--- src/design/fdsu_pkg.sv ---
// Package: types, op codes and constants for the Forth data stack unit.
`default_nettype none
package fdsu_pkg;
  localparam int STACK_DEPTH = 256;
  localparam int AW = $clog2(STACK_DEPTH);
  localparam int DW = $clog2(STACK_DEPTH + 1);

  typedef enum logic [4:0] {
    OP_PUSH = 5'd0, OP_ADD = 5'd1, OP_SUB = 5'd2, OP_MUL = 5'd3, OP_DIV = 5'd4,
    OP_MOD = 5'd5, OP_DUP = 5'd6, OP_DROP = 5'd7, OP_SWAP = 5'd8, OP_OVER = 5'd9,
    OP_ROT = 5'd10, OP_EQ = 5'd11, OP_LT = 5'd12, OP_GT = 5'd13, OP_AND = 5'd14,
    OP_OR = 5'd15, OP_INVERT = 5'd16, OP_PRINT = 5'd17, OP_EMIT = 5'd18,
    OP_CR = 5'd19
  } op_t;

  localparam logic [1:0] KIND_NONE = 2'd0;
  localparam logic [1:0] KIND_NUM  = 2'd1;
  localparam logic [1:0] KIND_CHAR = 2'd2;
  localparam logic [1:0] KIND_NL   = 2'd3;

  localparam logic [1:0] ST_OK    = 2'd0;
  localparam logic [1:0] ST_UNDER = 2'd1;
  localparam logic [1:0] ST_OVER  = 2'd2;
  localparam logic [1:0] ST_DIVZ  = 2'd3;

  localparam int QDEPTH = 2;

  // classified word passed from front to back
  typedef struct packed {
    logic [4:0]  op;
    logic [31:0] literal;
    logic [1:0]  npop;
    logic [1:0]  npush;
    logic        is_div;
  } cmd_t;

  typedef enum logic [3:0] {
    S_IDLE, S_RD0, S_RD1, S_RD2, S_RDWAIT, S_EXEC, S_DIV, S_WR, S_OUT
  } state_t;
endpackage
`default_nettype wire

--- src/design/fdsu_if.sv ---
// Valid/ready interfaces for the input and result channels.
`default_nettype none
interface fdsu_in_if;
  logic        valid;
  logic        ready;
  logic [4:0]  op;
  logic signed [31:0] literal;
  modport source (output valid, op, literal, input ready);
  modport sink (input valid, op, literal, output ready);
endinterface

`default_nettype wire

--- src/design/fdsu_front.sv ---
// Front end: accepts words, classifies operand counts, small queue to back end.
`default_nettype none
module fdsu_front import fdsu_pkg::*; (
  input  wire logic clk,
  input  wire logic rst,
  fdsu_in_if.sink   in_ch,
  output cmd_t      cmd,
  output logic      cmd_valid,
  input  wire logic cmd_take
);
  cmd_t q [QDEPTH];
  logic rp, wp;
  logic [1:0] cnt;
  cmd_t c;

  always_comb begin
    c.op = in_ch.op;
    c.literal = in_ch.literal;
    c.is_div = 1'b0;
    case (op_t'(in_ch.op))
      OP_PUSH: begin c.npop = 2'd0; c.npush = 2'd1; end
      OP_ADD, OP_SUB, OP_MUL, OP_EQ, OP_LT, OP_GT, OP_AND, OP_OR: begin
        c.npop = 2'd2; c.npush = 2'd1;
      end
      OP_DIV, OP_MOD: begin c.npop = 2'd2; c.npush = 2'd1; c.is_div = 1'b1; end
      OP_DUP: begin c.npop = 2'd1; c.npush = 2'd2; end
      OP_DROP, OP_PRINT, OP_EMIT: begin c.npop = 2'd1; c.npush = 2'd0; end
      OP_SWAP: begin c.npop = 2'd2; c.npush = 2'd2; end
      OP_OVER, OP_ROT: begin c.npop = (in_ch.op == OP_ROT) ? 2'd3 : 2'd2; c.npush = 2'd3; end
      OP_INVERT: begin c.npop = 2'd1; c.npush = 2'd1; end
      default: begin c.npop = 2'd0; c.npush = 2'd0; end
    endcase
  end

  assign in_ch.ready = (cnt != 2'(QDEPTH));
  assign cmd_valid = (cnt != 2'd0);
  assign cmd = q[rp];

  always_ff @(posedge clk) begin
    if (in_ch.valid && in_ch.ready) q[wp] <= c;
    if (rst) begin
      rp <= 1'b0; wp <= 1'b0; cnt <= 2'd0;
    end else begin
      if (in_ch.valid && in_ch.ready) wp <= ~wp;
      if (cmd_valid && cmd_take) rp <= ~rp;
      cnt <= cnt + 2'(in_ch.valid && in_ch.ready) - 2'(cmd_valid && cmd_take);
    end
  end

  assert property (@(posedge clk) disable iff (rst) cnt <= 2'(QDEPTH))
    else $error("queue count out of range");
  assert property (@(posedge clk) disable iff (rst)
    (cmd_valid && cmd_take && !(in_ch.valid && in_ch.ready)) |=> cnt == $past(cnt) - 2'd1)
    else $error("queue count not decremented");
  assert property (@(posedge clk) disable iff (rst) (cnt == 2'd0) |-> !cmd_take || !cmd_valid)
    else $error("take from empty queue");
endmodule
`default_nettype wire

--- src/flat_wrapper.sv ---
// flat-port wrapper written by rule: the top's interface ports become plain ports
module fdsu_front_flat import fdsu_pkg::*;
  (clk, rst, cmd, cmd_valid, cmd_take, in_ch_valid, in_ch_op, in_ch_literal, in_ch_ready);
  fdsu_in_if in_ch_i ();
  input  wire logic clk;
  input  wire logic rst;
  output cmd_t cmd;
  output logic cmd_valid;
  input  wire logic cmd_take;
  input wire logic [$bits(in_ch_i.valid)-1:0] in_ch_valid;
  input wire logic [$bits(in_ch_i.op)-1:0] in_ch_op;
  input wire logic [$bits(in_ch_i.literal)-1:0] in_ch_literal;
  output wire logic [$bits(in_ch_i.ready)-1:0] in_ch_ready;
  assign in_ch_i.valid = in_ch_valid;
  assign in_ch_i.op = in_ch_op;
  assign in_ch_i.literal = in_ch_literal;
  assign in_ch_ready = in_ch_i.ready;
  fdsu_front u_core (.clk(clk), .rst(rst), .in_ch(in_ch_i), .cmd(cmd), .cmd_valid(cmd_valid), .cmd_take(cmd_take));
endmodule
--- config.mk ---
export PLATFORM = sky130hd
export DESIGN_NAME = fdsu_front_flat
export DESIGN_NICKNAME = d
export VERILOG_FILES = /design/src/design/fdsu_pkg.sv /design/src/design/fdsu_if.sv /design/src/design/fdsu_front.sv /design/src/flat_wrapper.sv
export SDC_FILE = /design/constraint.sdc
export NUM_CORES = 1
export LEC_CHECK = 0
export BUFFER_PORTS_ARGS = -buffer_cell sky130_fd_sc_hd__buf_2
export CORE_UTILIZATION = 39
export DETAILED_ROUTE_END_ITERATION = 8
export GPL_ROUTABILITY_DRIVEN = 1
export PLACE_DENSITY = 0.6
export SETUP_SLACK_MARGIN = 0.02
export SYNTH_ARGS = -nofsm -noshare
export SYNTH_HDL_FRONTEND = slang
export SYNTH_SLANG_ARGS = --single-unit
--- constraint.sdc ---
create_clock -name clk -period 3.1 [get_ports clk]
set_clock_uncertainty 0.2 [all_clocks]
set_input_delay 0.62 -clock clk [delete_from_list [all_inputs] [get_ports clk]]
set_output_delay 0.62 -clock clk [all_outputs]
set_load 0.02 [all_outputs]
==> results of run 1 <==
[sequential cells by signal, indices dropped and copies added, names as in the netlist, named ones only]
| name | cells |
|---|---|
| u_core.q | 84 |
| u_core.rp | 1 |
| u_core.wp | 1 |
| u_core.cnt | 2 |
[area by class of cell]
class	instances	area share
clock inverters	6	0.0254
flip-flops and latches	89	0.626
well taps	105	0.0314
clock buffers	10	0.0305
repair buffers	89	0.112
multi-input cells	78	0.171
inverters	3	0.00269
[routing by layer]
metal,up-vias,part of all wire
met5,-,0
met4,0,0.015
met3,10,0.052
met2,46,0.49
met1,877,0.44
li1,869,-
[per-stage QoR]
stage          worst slack, ns  utilization  area, um2  total power [W]
6_report                 0.738        0.505       4190          0.00345
5_1_grt                  0.677        0.505       4190          0.00362
4_1_cts                  0.699        0.505       4190          0.00350
3_5_place_dp              1.06        0.477       3960          0.00259
3_3_place_gp              1.08        0.477       3960          0.00259
2_1_floorplan            0.763            -       3380          0.00227
[final timing paths]
check                                        from              end  slack (ns)  cells past startpoint
worst max-delay path                    flip-flop          cmd[39]        0.74                      3
worst min-delay path            in_ch_literal[28]  u_core.q[0][33]        0.26                      1
worst max register to register      u_core.cnt[0]  u_core.q[1][17]        1.27                      3
worst min register to register          u_core.rp        u_core.rp        0.34                      2
[layout by cell type (no fill, tap or decap), types with 2 or more instances in the layout]
cell / instances
ha_1: 2
mux2_2: 42
bufinv_16: 3
clkinv_1: 2
buf_2: 84
clkbuf_8: 9
dfxtp_1: 4
inv_1: 2
o21ai_0: 2
nor2b_1: 2
edfxtp_1: 84
buf_4: 4
a21oi_1: 4
and2_1: 2
nor2_1: 4
[power by group through the flow]
stage | combinational, W | clock (W) | sequential (W)
floorplan | 0.000699 | 0 | 0.00157
global placement | 0.00101 | 0 | 0.00157
detailed placement | 0.00101 | 0 | 0.00158
CTS | 0.00102 | 0.000934 | 0.00155
global route | 0.00108 | 0.000975 | 0.00157
finish | 0.000993 | 0.000908 | 0.00155
[Yosys cell counts (all sizes together)]
master	n	share of area
mux2i	1	0.0030
o21a	1	0.0022
or3b	1	0.0026
xnor2	1	0.0026
clkbuf	1	0.0015
or2	1	0.0019
ha	2	0.0074
nand2b	1	0.0019
nor3	1	0.0015
a21bo	1	0.0030
or3	1	0.0019
and3	2	0.0037
nor3b	1	0.0022
nor4b	1	0.0026
and2b	2	0.0048
edfxtp	84	0.75
xor2	1	0.0026
a21oi	4	0.0059
dfxtp	5	0.030
o31ai	1	0.0022
o21ai	2	0.0030
a211oi	1	0.0022
nor2b	2	0.0037
nand3b	1	0.0022
nor2	4	0.0044
nand2	1	0.0011
mux2	42	0.14
buf	5	0.0074
and2	2	0.0037
inv	3	0.0033
[cell families after synthesis]
group                      after synthesis  share of synthesized area
and+or+nand+nor                         21                     0.0381
muxes                                   43                      0.143
adders and majority gates                2                    0.00740
AOI/OAI and AO/OA                       10                     0.0185
buffers and inverters                    9                     0.0122
xor gates and xnor gates                 2                    0.00518
DFF                                     89                      0.776
==> results.cfg, run 1 <==
[placement]
io_buffers = 84
dpl.hpwl_um = 3840
dp_cells = 364
place_congestion = 0.693

[pwr]
p_comb_frac = 0.288
peakVddDrop_mv = 0.446
p_int_w = 0.00245
powerDensity_mw_per_mm2 = 824
clock_power_share = 0.263
power_leakage_nw = 1.57
p_seq_frac = 0.449
p_switching_w = 0.00100
p_sw_frac = 0.290

[sta]
drv_slew = 0
rsz0062_at_grt = no
hold_viol_final = 0
fin_crit_sh = 0.762
min_period_ns = 2.36
worst_pin_slew_ns = 0.469
fin_setup_tns_ns = 0
timing.fmax_ghz = 0.423
setup_viol = 0
slew_headroom = 0.688
hold_slack_ns = 0.260

[setup_path]
crit_type = flip-flop to primary output
crit_family = buffers and inverters
crit_buf_inv = 2
setup.worst_path.start_class = flip-flop
cp-end-kind = primary output
required_ns = 2.28
path_max_fanout = 22
slowest_delay_ns = 0.40
worstPathArrival_ns = 1.54
slowest_stage = mux2_2
worstPathCellList = buf_4, mux2_2, buf_2

[clock_tree]
cts_made_buffers = 9
clkLatencyLatePin_ns = 0.34
cts.path.max_buffers = 2
cts_max_level = 3
post_cts_buffers = 0
cts_tree = done
clk_pin_slew_ns = 0.08
cts_sinks = 89
cts_resized = 0
cts_hold_buffers = 0
cts_root_buffer = clkbuf_8

[global_route]
grt_busiest_layer = met2
grt_usage = 0.132
met3_usage = 0.0303
overflow = 0
grtUsageMet2 = 0.210
use_met1 = 0.169
grt_pass1_wl_um = 8630
antenna_found_initial = 0
grt_pass1_vias = 1775
grt_max_degree = 26

[finish]
seqCellArea_mm2 = 0.00262
fillerInstances = 709
multi_input_area_um2 = 718
area_growth_pct = 23.9
final_nets = 313
final_layout_size_suffix_gt1_frac = 0.545
fin_cells = 380
diodes = 0

[synth]
ys_ff_latch = 89
netlist_instances = 176
yosysSeqAreaShare = 0.776
syn-num-nets = 219
syn_avg_cell_area_um2 = 19.2
ys_types = 31
synthesis.area_mm2 = 0.00338
yosys_warnings = 0

[floorplanning]
coreArea_mm2 = 0.00830
row_count = 33
start_util = 0.407
dieArea_mm2 = 0.00904
die_w_um = 95.1
pin_count = 85
die_h_um = 95.1

[routing]
drc = 0
drtAntennaViolNets = 0
vias_per_cell = 4.74
wire_per_inst_um = 15.0
num_vias = 1802
drtIter0Drc = 42
first_pass_iters = 4
postRouteWirelength_um = 5690

[worst_hold_path]
holdCritPathClass = input pin to flip-flop

[flow_run]
maxCapViolations = 0

[status]
status = finished clean
Note: power is estimated with default switching activity, not from simulation.
==> run 2: changes to the inputs <==
Settings changed: PLACE_DENSITY 0.6 to 0.62.
Clock period 3.1 ns to 1.9 ns, I/O delays scaled along.
==> run 2 against run 1 <==
Compared with the run above:
- the flow now finishes with violations (setup timing)
- cell count grew 2.6%
- global-route usage is essentially flat
- largest power group unchanged
- highest routed layer unchanged
- via count grew 1.4%
- largest cell class unchanged
- clock power grew 52%
==> results.cfg, run 2 (same netlist as run 1, synthesis figures left out) <==
[setup_path]
worstPathCellList = clkbuf_16, mux2_2, buf_2
crit_family = flip-flops
crit_buf_inv = 2
slowest_stage = dfxtp_4
reg2reg_from = u_core.cnt[1]
crit_type = flip-flop to primary output
cp-end-kind = primary output
path_max_fanout = 14
worstPathArrival_ns = 1.44
slowest_delay_ns = 0.40
regToRegSetupSlack_ns = 0.14
reg2reg_depth = 7
crit_cells = 3
required_ns = 1.32
reg2reg_to = u_core.cnt[1]
setup.worst_path.start_class = flip-flop

[pwr]
powerDensity_mw_per_mm2 = 1310
power_leakage_nw = 1.65
peakVddDrop_mv = 0.764
power_w = 0.00577

[routing]
drc = 0
drtIter0Drc = 29
wl_met3_um = 363
wl_met1_um = 2680
highest_layer = met4
postRouteWirelength_um = 5810
dr_wl_met2_um = 2680
drtAntennaViolNets = 0
num_vias = 1827
wire_per_inst_um = 14.9
vias_per_cell = 4.68
first_pass_iters = 3

[sta]
slew_headroom = 0.787
min_period_ns = 2.02
fin_crit_sh = 1.06
timing.fmax_ghz = 0.496
hold_viol_final = 0
rsz0062_at_grt = yes
fin_setup_tns_ns = -3.94
worst_pin_slew_ns = 0.317
setup_viol = 42
worst_slack_ns = -0.116
drv_slew = 0

[global_route]
antenna_found_initial = 0
grt_usage = 0.132
grt_max_degree = 30
overflow = 0
grt_pass1_wl_um = 8470
grt_pass1_vias = 1688

[finish]
fillerInstances = 707
final_layout_size_suffix_gt1_frac = 0.558
largest-register = u_core.q
largest_reg_flops = 84
seqCellArea_mm2 = 0.00263
final_nets = 323
diodes = 0
area_growth_pct = 29.9
multi_input_area_um2 = 746
final_common_cell = edfxtp_1
largestRegisters = u_core.q x84, u_core.cnt x2
final_cell_mix = edfxtp_1, buf_2, mux2_2

[worst_hold_path]
holdCritPathClass = input pin to flip-flop
worstHoldStart = in_ch_literal[19]
holdPathEnd = u_core.q[0][24]
whs_path_depth = 1

[placement]
dpl.hpwl_um = 3680
io_buffers = 84
place_congestion = 0.658

[clock_tree]
clk_pin_slew_ns = 0.09
cts_tree = done
cts_root_buffer = clkbuf_8
clkLatencyLatePin_ns = 0.34
post_cts_buffers = 0
cts.path.max_buffers = 2
cts_made_buffers = 9
cts_max_level = 3
cts_sinks = 89

[floorplanning]
die_h_um = 95.1
coreArea_mm2 = 0.00830
dieArea_mm2 = 0.00904
pin_count = 85
die_w_um = 95.1
row_count = 33
start_util = 0.407

[status]
status = complete, but fails checks
violations = setup timing

[flow_run]
maxCapViolations = 0
[run 2: worst reg2reg max path: cells and delay by family, from the launching register on]
kind	cells	cell delay, ns
fa+ha+maj	2	0.48
flops	1	0.36
simple gates	2	0.26
compound gates	1	0.21
xor+xnor	1	0.15
buf+inv	1	0.04
[run 2: area by class of cell]
class / instances / share of cell area
clock buffers: 9 / 0.0282
clock inverters: 7 / 0.0214
inverters: 3 / 0.00342
multi-input cells: 78 / 0.170
flip-flops and latches: 89 / 0.598
well taps: 105 / 0.0299
repair buffers: 99 / 0.149
[run 2: where the power goes]
part           switching, W  internal [W]
Sequential        0.0000886       0.00247
Clock              0.000637      0.000740
Combinational      0.000992      0.000845
Total               0.00172       0.00405
[run 2: repair_timing]
action                     in CTS  in global routing
hold buffers                    1                  6
setup endpoints to repair      42                 43
resized for setup               4                 20
hold endpoints to repair        1                 11
gates cloned                    0                  1
[run 2: how the worst max path moves through the flow]
| stage | to | slack, ns |
|---|---|---|
| 3_5_place_dp | u_core.cnt[1] | 0.09 |
| 4_1_cts | cmd[36] | -0.15 |
| 5_1_grt | cmd[23] | -0.17 |
| 3_3_place_gp | u_core.cnt[1] | 0.14 |
| 6_report | cmd[22] | -0.12 |
| 2_1_floorplan | u_core.q[0][0] | 0.05 |
[run 2: per-stage QoR]
stage | setup WS, ns | instance area, um2 | util | hold WS, ns | std cells
floorplan | 0.0508 | 3390 | - | 0.249 | 176
finish | -0.116 | 4390 | 0.529 | 0.0201 | 390
global route | -0.174 | 4390 | 0.529 | 0.000246 | 390
detailed placement | 0.0927 | 4010 | 0.483 | 0.315 | 366
CTS | -0.152 | 4250 | 0.512 | 0.000360 | 383
global placement | 0.140 | 4010 | 0.483 | 0.319 | 366
[run 2: metal layers]
metal | GRT usage | up-vias
met1 | 0.168 | 875
met4 | 0.0720 | 0
met5 | 0 | -
met2 | 0.201 | 54
li1 | - | 891
met3 | 0.0423 | 7
==> run 3: changes to the inputs <==
Settings changed: PLACE_DENSITY 0.62 to 0.6.
Clock period 1.9 ns to 2.2 ns, I/O delays scaled along.
==> run 3 against run 2 <==
Compared with the run above:
- the flow now finishes without violations
- register-to-register slack improved by 0.30 ns
- wire length down 1.7%
- global-route usage rose by 0.14 points
- critical path depth did not move
- first-iteration DRC count rose by 76%
- flip-flop and latch count stayed put
- power shrank 17%
- cell count down 2.3%
- worst setup slack gained 0.23 ns
- core utilization is 2.2 points lower
- largest cell class unchanged
==> results.cfg, run 3 (same netlist as run 1, synthesis figures left out) <==
[status]
status = finished clean

[placement]
dp_cells = 364
io_buffers = 84
place_congestion = 0.712
dpl.hpwl_um = 3760

[global_route]
overflow = 0
grt_pass1_wl_um = 8670
grt_max_degree = 43
grt_pass1_vias = 1726
antenna_found_initial = 0
grt_usage = 0.134

[routing]
vias_per_cell = 4.71
postRouteWirelength_um = 5710
wire_per_inst_um = 15.0
num_vias = 1796
drtAntennaViolNets = 0
first_pass_iters = 4
drtIter0Drc = 51
drc = 0

[pwr]
p_int_w = 0.00340
powerDensity_mw_per_mm2 = 1140
p_sw_frac = 0.294
power_leakage_nw = 1.57
p_switching_w = 0.00141
p_comb_frac = 0.302
p_seq_frac = 0.459
clock_power_share = 0.239
peakVddDrop_mv = 0.523

[floorplanning]
die_w_um = 95.1
die_h_um = 95.1
start_util = 0.407
row_count = 33
pin_count = 85
dieArea_mm2 = 0.00904
coreArea_mm2 = 0.00830

[setup_path]
slowest_stage = dfxtp_4
slowest_delay_ns = 0.41
path_max_fanout = 21
crit_family = flip-flops
crit_buf_inv = 2
setup.worst_path.start_class = flip-flop
cp-end-kind = primary output
worstPathArrival_ns = 1.45
required_ns = 1.56
worstPathCellList = buf_12, mux2_2, buf_2
crit_type = flip-flop to primary output

[finish]
largest_reg_flops = 84
diodes = 0
largest-register = u_core.q
fillerInstances = 748
final_layout_size_suffix_gt1_frac = 0.547
largestRegisters = u_core.q x84, u_core.cnt x2
fin_cells = 381
final_nets = 315
final_cell_mix = buf_2, edfxtp_1, mux2_2
area_growth_pct = 24.6
utilization = 0.508

[clock_tree]
clkLatencyLatePin_ns = 0.34
cts_tree = done
clk_pin_slew_ns = 0.08
cts_made_buffers = 9
cts_sinks = 89
cts_max_level = 3
cts.path.max_buffers = 2
cts_root_buffer = clkbuf_8

[worst_hold_path]
holdCritPathClass = input pin to flip-flop

[sta]
hold_viol_final = 0
worst_pin_slew_ns = 0.266
fin_crit_sh = 0.950
drv_slew = 0
setup_viol = 0
rsz0062_at_grt = no
slew_headroom = 0.820
timing.fmax_ghz = 0.478
fin_setup_tns_ns = 0
min_period_ns = 2.09

[flow_run]
maxCapViolations = 0
==> run 3: layout make-up <==
| type | count | area (um2) | share of cell area |
|---|---|---|---|
| repair buffers | 91 | 523 | 0.124 |
| clock buffers | 11 | 131 | 0.0312 |
| inverters | 3 | 15.0 | 0.00356 |
| clock inverters | 4 | 68.8 | 0.0163 |
| multi-input cells | 78 | 718 | 0.170 |
| well taps | 105 | 131 | 0.0312 |
| flip-flops and latches | 89 | 2630 | 0.623 |
==> run 3: per-stage QoR <==
step	hold slack (ns)	area [um2]	power (W)	setup slack, ns
3_3_place_gp	0.302	4000	0.00369	0.356
3_5_place_dp	0.311	4000	0.00370	0.334
5_1_grt	0.0634	4210	0.00505	0.0530
4_1_cts	0.0647	4200	0.00486	0.0410
6_report	0.0812	4210	0.00481	0.110
2_1_floorplan	0.281	3390	0.00320	0.219
==> run 3: worst paths after layout <==
kind                                         from         endpoint  slack [ns]  depth (start not counted)
worst max-delay path                    flip-flop          cmd[28]        0.11                          3
worst min-delay path            in_ch_literal[19]  u_core.q[1][24]        0.08                          1
worst max register to register      u_core.cnt[1]    u_core.cnt[1]        0.44                          7
worst min register to register          u_core.rp        u_core.rp        0.33                          2
==> run 3: repair_timing <==
item | in CTS | in global routing
gates resized for setup | 1 | 0
hold buffers | 0 | 0
cloned | 0 | 0
buffers inserted | 0 | 2
endpoints found under the setup margin | 35 | 9
==> run 3: layer usage <==
layer  up-vias  global-route usage  share of wire
met2        56               0.217           0.48
met1       861               0.166           0.44
met5         -                   0              0
met4         0              0.0644         0.0098
li1        875                   -              -
met3         4              0.0351          0.062
==> run 3: power by group through the flow <==
stage | combinational (W) | clock [W] | sequential [W]
after floorplan | 0.000989 | 0 | 0.00221
after global placement | 0.00145 | 0 | 0.00224
after detailed placement | 0.00145 | 0 | 0.00225
after CTS | 0.00146 | 0.00119 | 0.00222
after global routing | 0.00158 | 0.00125 | 0.00223
final | 0.00145 | 0.00115 | 0.00221
